$ cat config.mk
export PLATFORM = sky130hd
export DESIGN_NAME = qth_front
export DESIGN_NICKNAME = d
export VERILOG_FILES = /design/src/design/qth_pkg.sv /design/src/design/qth_front.sv
export SDC_FILE = /design/constraint.sdc
export NUM_CORES = 1
export LEC_CHECK = 0
export BUFFER_PORTS_ARGS = -buffer_cell sky130_fd_sc_hd__buf_2
export CORE_MARGIN = 2
export CORE_UTILIZATION = 56
export CTS_BUF_LIST = sky130_fd_sc_hd__clkbuf_4 sky130_fd_sc_hd__clkbuf_8
export DETAILED_ROUTE_END_ITERATION = 8
export PLACE_DENSITY = 0.76
export SLEW_MARGIN = 20
export SYNTH_ARGS = -nofsm -noshare
export SYNTH_HDL_FRONTEND = slang
export SYNTH_SLANG_ARGS = --single-unit
$ cat constraint.sdc
create_clock -name clk_i -period 3.4 [get_ports clk_i]
set_input_delay 0.51 -clock clk_i [delete_from_list [all_inputs] [get_ports clk_i]]
set_output_delay 0.51 -clock clk_i [all_outputs]
set_load 0.02 [all_outputs]
$ cat src/design/qth_pkg.sv
`default_nettype none
package qth_pkg;

  localparam int CORDIC_STAGES = 16;
  localparam int QW = 15;
  localparam int MW = 33;
  localparam int AW = 36;
  localparam int HW = 15;
  localparam int SH = 18;
  localparam int FULL = 23040;
  localparam int QDEPTH = 4;
  localparam int QAW = 2;

  typedef enum logic [1:0] {
    RC_BOAT    = 2'd0,
    RC_MOTION  = 2'd1,
    RC_UNKNOWN = 2'd2
  } result_code_e;

  typedef enum logic [1:0] {
    KIND_GAME   = 2'd0,
    KIND_GEO    = 2'd1,
    KIND_STAB   = 2'd2,
    KIND_OTHER  = 2'd3
  } report_kind_e;

  typedef struct packed {
    logic [1:0]                code;
    logic signed [QW-1:0]      q_real;
    logic signed [QW-1:0]      q_i;
    logic signed [QW-1:0]      q_j;
    logic signed [QW-1:0]      q_k;
    logic [15:0]               accuracy;
    logic [1:0]                calibration;
  } front_req_t;

  typedef struct packed {
    logic [1:0]   code;
    logic [15:0]  accuracy;
    logic [1:0]   calibration;
  } tag_t;

  function automatic logic signed [AW-1:0] atan_deg(input int s);
    logic signed [AW-1:0] v;
    begin
      case (s)
        0: v = 36'sd754974720;
        1: v = 36'sd445687602;
        2: v = 36'sd235489088;
        3: v = 36'sd119537938;
        4: v = 36'sd60000934;
        5: v = 36'sd30029717;
        6: v = 36'sd15018523;
        7: v = 36'sd7509720;
        8: v = 36'sd3754917;
        9: v = 36'sd1877466;
        10: v = 36'sd938734;
        11: v = 36'sd469367;
        12: v = 36'sd234684;
        13: v = 36'sd117342;
        14: v = 36'sd58671;
        15: v = 36'sd29335;
        16: v = 36'sd14668;
        17: v = 36'sd7334;
        18: v = 36'sd3667;
        19: v = 36'sd1833;
        20: v = 36'sd917;
        21: v = 36'sd458;
        22: v = 36'sd229;
        default: v = 36'sd115;
      endcase
      return v;
    end
  endfunction

endpackage
`default_nettype wire

$ cat src/design/qth_front.sv
`default_nettype none
module qth_front (
  input  wire logic                   clk_i,
  input  wire logic                   rst_ni,
  input  wire logic                   push_i,
  output logic                        full_o,
  input  wire logic [1:0]             report_kind_i,
  input  wire logic signed [14:0]     q_real_i,
  input  wire logic signed [14:0]     q_i_i,
  input  wire logic signed [14:0]     q_j_i,
  input  wire logic signed [14:0]     q_k_i,
  input  wire logic [15:0]            accuracy_in_i,
  input  wire logic [1:0]             calibration_in_i,
  output logic                        req_valid_o,
  input  wire logic                   req_ready_i,
  output qth_pkg::front_req_t         req_o
);

  qth_pkg::front_req_t mem_q [qth_pkg::QDEPTH];
  logic [qth_pkg::QAW:0] cnt_q, cnt_d;
  logic [qth_pkg::QAW-1:0] wp_q, rp_q;
  qth_pkg::front_req_t cls;
  logic wr, rd;

  always_comb begin
    cls.q_real = q_real_i;
    cls.q_i = q_i_i;
    cls.q_j = q_j_i;
    cls.q_k = q_k_i;
    cls.accuracy = accuracy_in_i;
    cls.calibration = calibration_in_i;
    case (qth_pkg::report_kind_e'(report_kind_i))
      qth_pkg::KIND_GAME, qth_pkg::KIND_GEO: cls.code = qth_pkg::RC_BOAT;
      qth_pkg::KIND_STAB: begin
        cls.code = qth_pkg::RC_MOTION;
        cls.accuracy = '0;
        cls.calibration = '0;
      end
      default: begin
        cls.code = qth_pkg::RC_UNKNOWN;
        cls.accuracy = '0;
        cls.calibration = '0;
      end
    endcase
  end

  assign full_o = (cnt_q == (qth_pkg::QAW+1)'(qth_pkg::QDEPTH));
  assign req_valid_o = (cnt_q != '0);
  assign req_o = mem_q[rp_q];
  assign wr = push_i && !full_o;
  assign rd = req_valid_o && req_ready_i;
  assign cnt_d = cnt_q + {{qth_pkg::QAW{1'b0}}, wr} - {{qth_pkg::QAW{1'b0}}, rd};

  always_ff @(posedge clk_i) begin
    if (wr) begin
      mem_q[wp_q] <= cls;
    end
  end

  always_ff @(posedge clk_i or negedge rst_ni) begin
    if (!rst_ni) begin
      cnt_q <= '0;
      wp_q <= '0;
      rp_q <= '0;
    end else begin
      cnt_q <= cnt_d;
      if (wr) wp_q <= wp_q + 1'b1;
      if (rd) rp_q <= rp_q + 1'b1;
    end
  end

endmodule
`default_nettype wire

## Yosys cells after proc, flatten, opt, wreduce, memory -nomap -nowiden

Memory sizes are Yosys's and may differ from the RTL's.
Cells that the tools add are included.

| word-level totals | value |
|---|---|
| output and inout port bits | 82 |
| memories kept | 1 |
| flip-flop bits (word level) | 7 |
| word-level logic and storage cells | 21 |
| bits of input ports | 84 |
| memory bits (writable) | 320 |

Memories:

| name | depth | bits a word | read ports | clocked after Yosys merged registers in | wr ports | line | source |
|---|---|---|---|---|---|---|---|
| mem_q | 4 | 80 | 1 | 0 | 1 | qth_front.sv:19 | `qth_pkg::front_req_t mem_q [qth_pkg::QDEPTH];` |

| operators by class | value |
|---|---|
| add/subtract/negate cells | 4 |
| equality and inequality tests | 3 |
| reductions and logical operators | 6 |
| multiplexer cells | 4 |

Operator list:

| operator | count |
|---|---|
| $mux 18 | 1 |
| $add 2x1->2 const B | 2 |
| $pmux 2 s2 | 1 |
| $add 3x1->3 | 1 |
| $eq 3x3->1 const B | 1 |
| $reduce_bool 3->1 | 1 |
| $sub 3x1->3 | 1 |
| $eq 2x1->1 const B | 1 |
| $eq 2x2->1 const B | 1 |
| $logic_and 1x1->1 | 2 |
| $logic_not 2->1 | 1 |
| $mux 1 | 2 |
| $reduce_or 2->1 | 1 |
| $logic_not 1->1 | 1 |

## Longest topological paths before layout

| logic depth | value |
|---|---|
| depth in word-level cells | 5 |
| gate-level depth with buffers | 8 |

## Worst setup path before layout

No wires, ideal clock.

| timing path | value |
|---|---|
| kind | reg-to-reg |
| start point | register cnt_q[2] in the netlist's numbering |
| end point | memory mem_q[0][0] in the netlist's numbering (enable) |
| stages on the path, launching flop included | 3 |
| required time | 2.952 ns |
| setup slack | 0.308 ns |
| path buffers | 0 |
| period minus slack after synthesis | 3.092 ns |
| arrival | 2.644 ns |
| cell sequence | dfrtp_1 nor3b_2 and3b_1 |

| on the way | value |
|---|---|
| cells in the longest elaborated chain, start to end | 5 |

RTL lines:

| what | line | source |
|---|---|---|
| start, declared | qth_front.sv:20 | `logic [qth_pkg::QAW:0] cnt_q, cnt_d;` |
| start signal, assigned | qth_front.sv:66 | `cnt_q <= cnt_d;` |
| $eq 3x3->1 | qth_front.sv:47 | `assign full_o = (cnt_q == (qth_pkg::QAW+1)'(qth_pkg::QDEPTH));` |
| named net full_o | qth_front.sv:6 | `output logic full_o,` |
| $logic_not 1->1 | qth_front.sv:50 | `assign wr = push_i && !full_o;` |
| $logic_and 1x1->1 | qth_front.sv:50 |  |
| $mux 1 | qth_front.sv:55 | `if (wr) begin` |
| $mux 1 (implied by the code) | qth_front.sv:56 | `mem_q[wp_q] <= cls;` |
| end, declared | qth_front.sv:19 |  |

The timed path passes the listed nets, and every way through them passes these cells.

==> impl_metrics.py <==
metrics = {
    "status": {
        "status": "completed",
    },
    "drt": {
        "wl_mm": 21.7,
        "drc_errors": 0,
        "drt_iter0_drc": 315,
        "wl_per_cell_um": 21.4,
        "dr_wl_met3_mm": 1.32,
        "final_antenna_net_count": 0,
        "top_layer_used": "met4",
        "vias": 5614,
        "wl_met2_mm": 11.5,
        "dr.pass1.iters": 5,
        "wl_met1_mm": 8.40,
        "viasPerCell": 5.56,
    },
    "sta": {
        "fin_ws_ns": 0.600,
        "tightestPinTransition_ns": 0.797,
        "hold_viol": 0,
        "clock-skew-final_ns": 0.0175,
        "period_minus_slack_ns": 2.80,
        "timing.final.crit_share_pct": 82.3,
        "final-max-slew-violation-count": 0,
        "timing.fmax_mhz": 357,
        "tns_ns": 0,
        "grt_setup_unrepaired": "false",
        "relSlewSlack_pct": 46.9,
        "finalSetupViolations": 0,
    },
    "clock_tree": {
        "clock-root-buffer": "clkbuf_8",
        "cts.sinks": 327,
        "cts.reportedPaths.clkPinSlew_ns": 0.06,
        "clockBufferDepth": 3,
        "clk_latency_ns": 0.55,
        "numCtsBuffers": 51,
        "cts_tree": "yes",
        "h-tree-depth": 2,
    },
    "synth": {
        "synthTopCellsByArea": "edfxtp_1 79%, mux4_2 15%, dfrtp_1 1.4%",
        "yosysTopAreaCellShare_pct": 78.6,
        "synth_area_mm2": 0.0122,
        "yosysWarnings": 0,
        "syn_inst": 480,
        "syn-num-nets": 571,
        "ys_types": 24,
        "synth_seq_area_share_pct": 80.0,
        "synth_top_area_cell": "edfxtp_1",
        "synth_area_per_cell_um2": 25.5,
        "yosys_register_bits": 327,
    },
    "placement": {
        "routabilityCongestion": 0.706,
        "dp_hpwl_mm": 13.3,
        "pre_cts_ws_ns": 1.11,
        "io_buffer_count": 165,
    },
    "die": {
        "rows": 54,
        "die_w_um": 152,
        "start_util_pct": 56.5,
        "design.die.area_mm2": 0.0230,
        "die_h_um": 152,
        "io_pins": 166,
        "fp.coreArea_mm2": 0.0216,
    },
    "setup_path": {
        "required_ns": 2.89,
        "worstReg2RegStart": "cnt_q[2]$_DFF_PN0_",
        "startpoint": "rp_q[0]$_DFFE_PN0P_",
        "crit_chain": "buf_12 > mux4_2 > buf_2",
        "start_kind": "flip-flop",
        "crit_path_top_delay_cell": "dfrtp_4",
        "crit_fanout": 45,
        "crit_arrival_ns": 2.29,
        "worst-path-buf-inv": 2,
        "crit_family": "flip-flops",
        "end_kind": "output port",
        "max_stage_delay_ns": 0.58,
        "path_class": "reg -> out",
    },
    "cells_and_area": {
        "nets": 783,
        "area_growth_pct": 17.0,
        "final_cell_mix": "320 x edfxtp_1, 165 x buf_2, 79 x mux4_2, 53 x clkbuf_8, 20 x clkinv_1",
        "layout_commonest_cell": "edfxtp_1",
        "drive_above_1_share_pct": 45.8,
    },
    "worst_hold_path": {
        "min_from": "q_real_i[10]",
        "hp-class": "in -> reg",
    },
    "global_routing": {
        "grt_pass1_vias": 6065,
        "grtUsageTotal_pct": 19.4,
        "antenna_found_initial": 1,
        "grt_pass1_wl_mm": 32.8,
        "grt_max_degree": 51,
        "overflow": 0,
    },
    "power": {
        "leakage_nw": 4.95,
        "ir_worst_vdd_mv": 0.532,
        "p_per_area_mw_per_mm2": 883,
    },
    "run": {
        "cap_viol_max_count": 0,
    },
}
[sequential cells by signal, indices dropped and copies added (netlist names)]
| signal | count |
|---|---|
| mem_q | 320 |
| cnt_q | 3 |
| rp_q | 2 |
| wp_q | 2 |
[synth_stat cells]
library cell and number:
nand4bb_1 2, and2_1 1, xor2_1 1, dfrtp_1 7, mux4_2 79, and3b_1 4
nor2b_1 19, o31a_1 1, o211ai_1 2, edfxtp_1 320, ha_1 6, inv_1 5
or3_1 1, nand2b_1 4, clkbuf_1 3, nand2_1 1, xnor2_1 3, fa_1 1
buf_2 8, mux4_1 1, buf_12 8, o311ai_0 1, buf_6 1, nor3b_2 1
[area by class of cell]
type / instances / area (um2)
Antenna cell: 1 / 2.50
Multi-Input combinational cell: 128 / 2210
Fill cell: 1430 / 7310
Clock inverter: 29 / 145
Sequential cell: 327 / 9790
Timing Repair Buffer: 179 / 996
Tap cell: 280 / 350
Clock buffer: 61 / 790
Inverter: 5 / 18.8
[layer usage]
metal  vias to the layer above  track usage (%)
li1                       2480                -
met1                      2928             24.7
met2                       177             33.2
met3                        29             4.76
met4                         0             6.44
met5                         -                0
[stage by stage]
stage / hold WS (ns) / instance area, um2 / utilization (%) / instances / total power [mW]
floorplan: 0.214 / 12200 / - / 480 / 8.66
global route: 0.137 / 14300 / 66.2 / 1010 / 13.3
finish: 0.168 / 14300 / 66.2 / 1010 / 12.6
CTS: 0.126 / 14300 / 66.2 / 1009 / 12.9
global placement: 0.351 / 13400 / 61.8 / 918 / 9.73
detailed placement: 0.353 / 13400 / 61.8 / 918 / 9.84
[cell families (layout without fill, tap and decap cells)]
| family | Yosys count | in the layout | synth area share, % |
|---|---|---|---|
| simple gates | 33 | 33 | 1.88 |
| xor+xnor | 4 | 4 | 0.287 |
| compound gates | 4 | 4 | 0.266 |
| flops | 327 | 327 | 80.0 |
| other cells | 0 | 1 | 0 |
| buf+inv | 25 | 274 | 1.98 |
| mux | 80 | 80 | 14.8 |
| fa+ha+maj | 7 | 7 | 0.778 |
[final timing paths]
kind / endpoint / slack [ns] / depth (start not counted)
worst max-delay path: req_o[30] / 0.60 / 3
worst min-delay path: mem_q[3][73]$_DFFE_PP_ / 0.17 / 1
worst max register to register: cnt_q[2]$_DFF_PN0_ / 1.10 / 8
worst min register to register: wp_q[1]$_DFFE_PN0P_ / 0.61 / 2
max in group asynchronous: rp_q[0]$_DFFE_PN0P_ / 2.85 / 2
min in group asynchronous: wp_q[1]$_DFFE_PN0P_ / 0.36 / 2
[timing repair]
item / 4_1_cts / 5_1_grt
buffers inserted: 0 / 0
hold buffers: 1 / 0
gates resized for setup: 0 / 0
endpoints found under the hold margin: 7 / 0
[where the power goes]
part	internal [mW]	leakage, nW	switching [mW]	total [mW]
clock	1.60	0.495	1.38	2.98
sequential	5.32	3.03	0.313	5.63
combinational	1.69	1.43	2.33	4.02
Power figures use the tool's default switching activity.
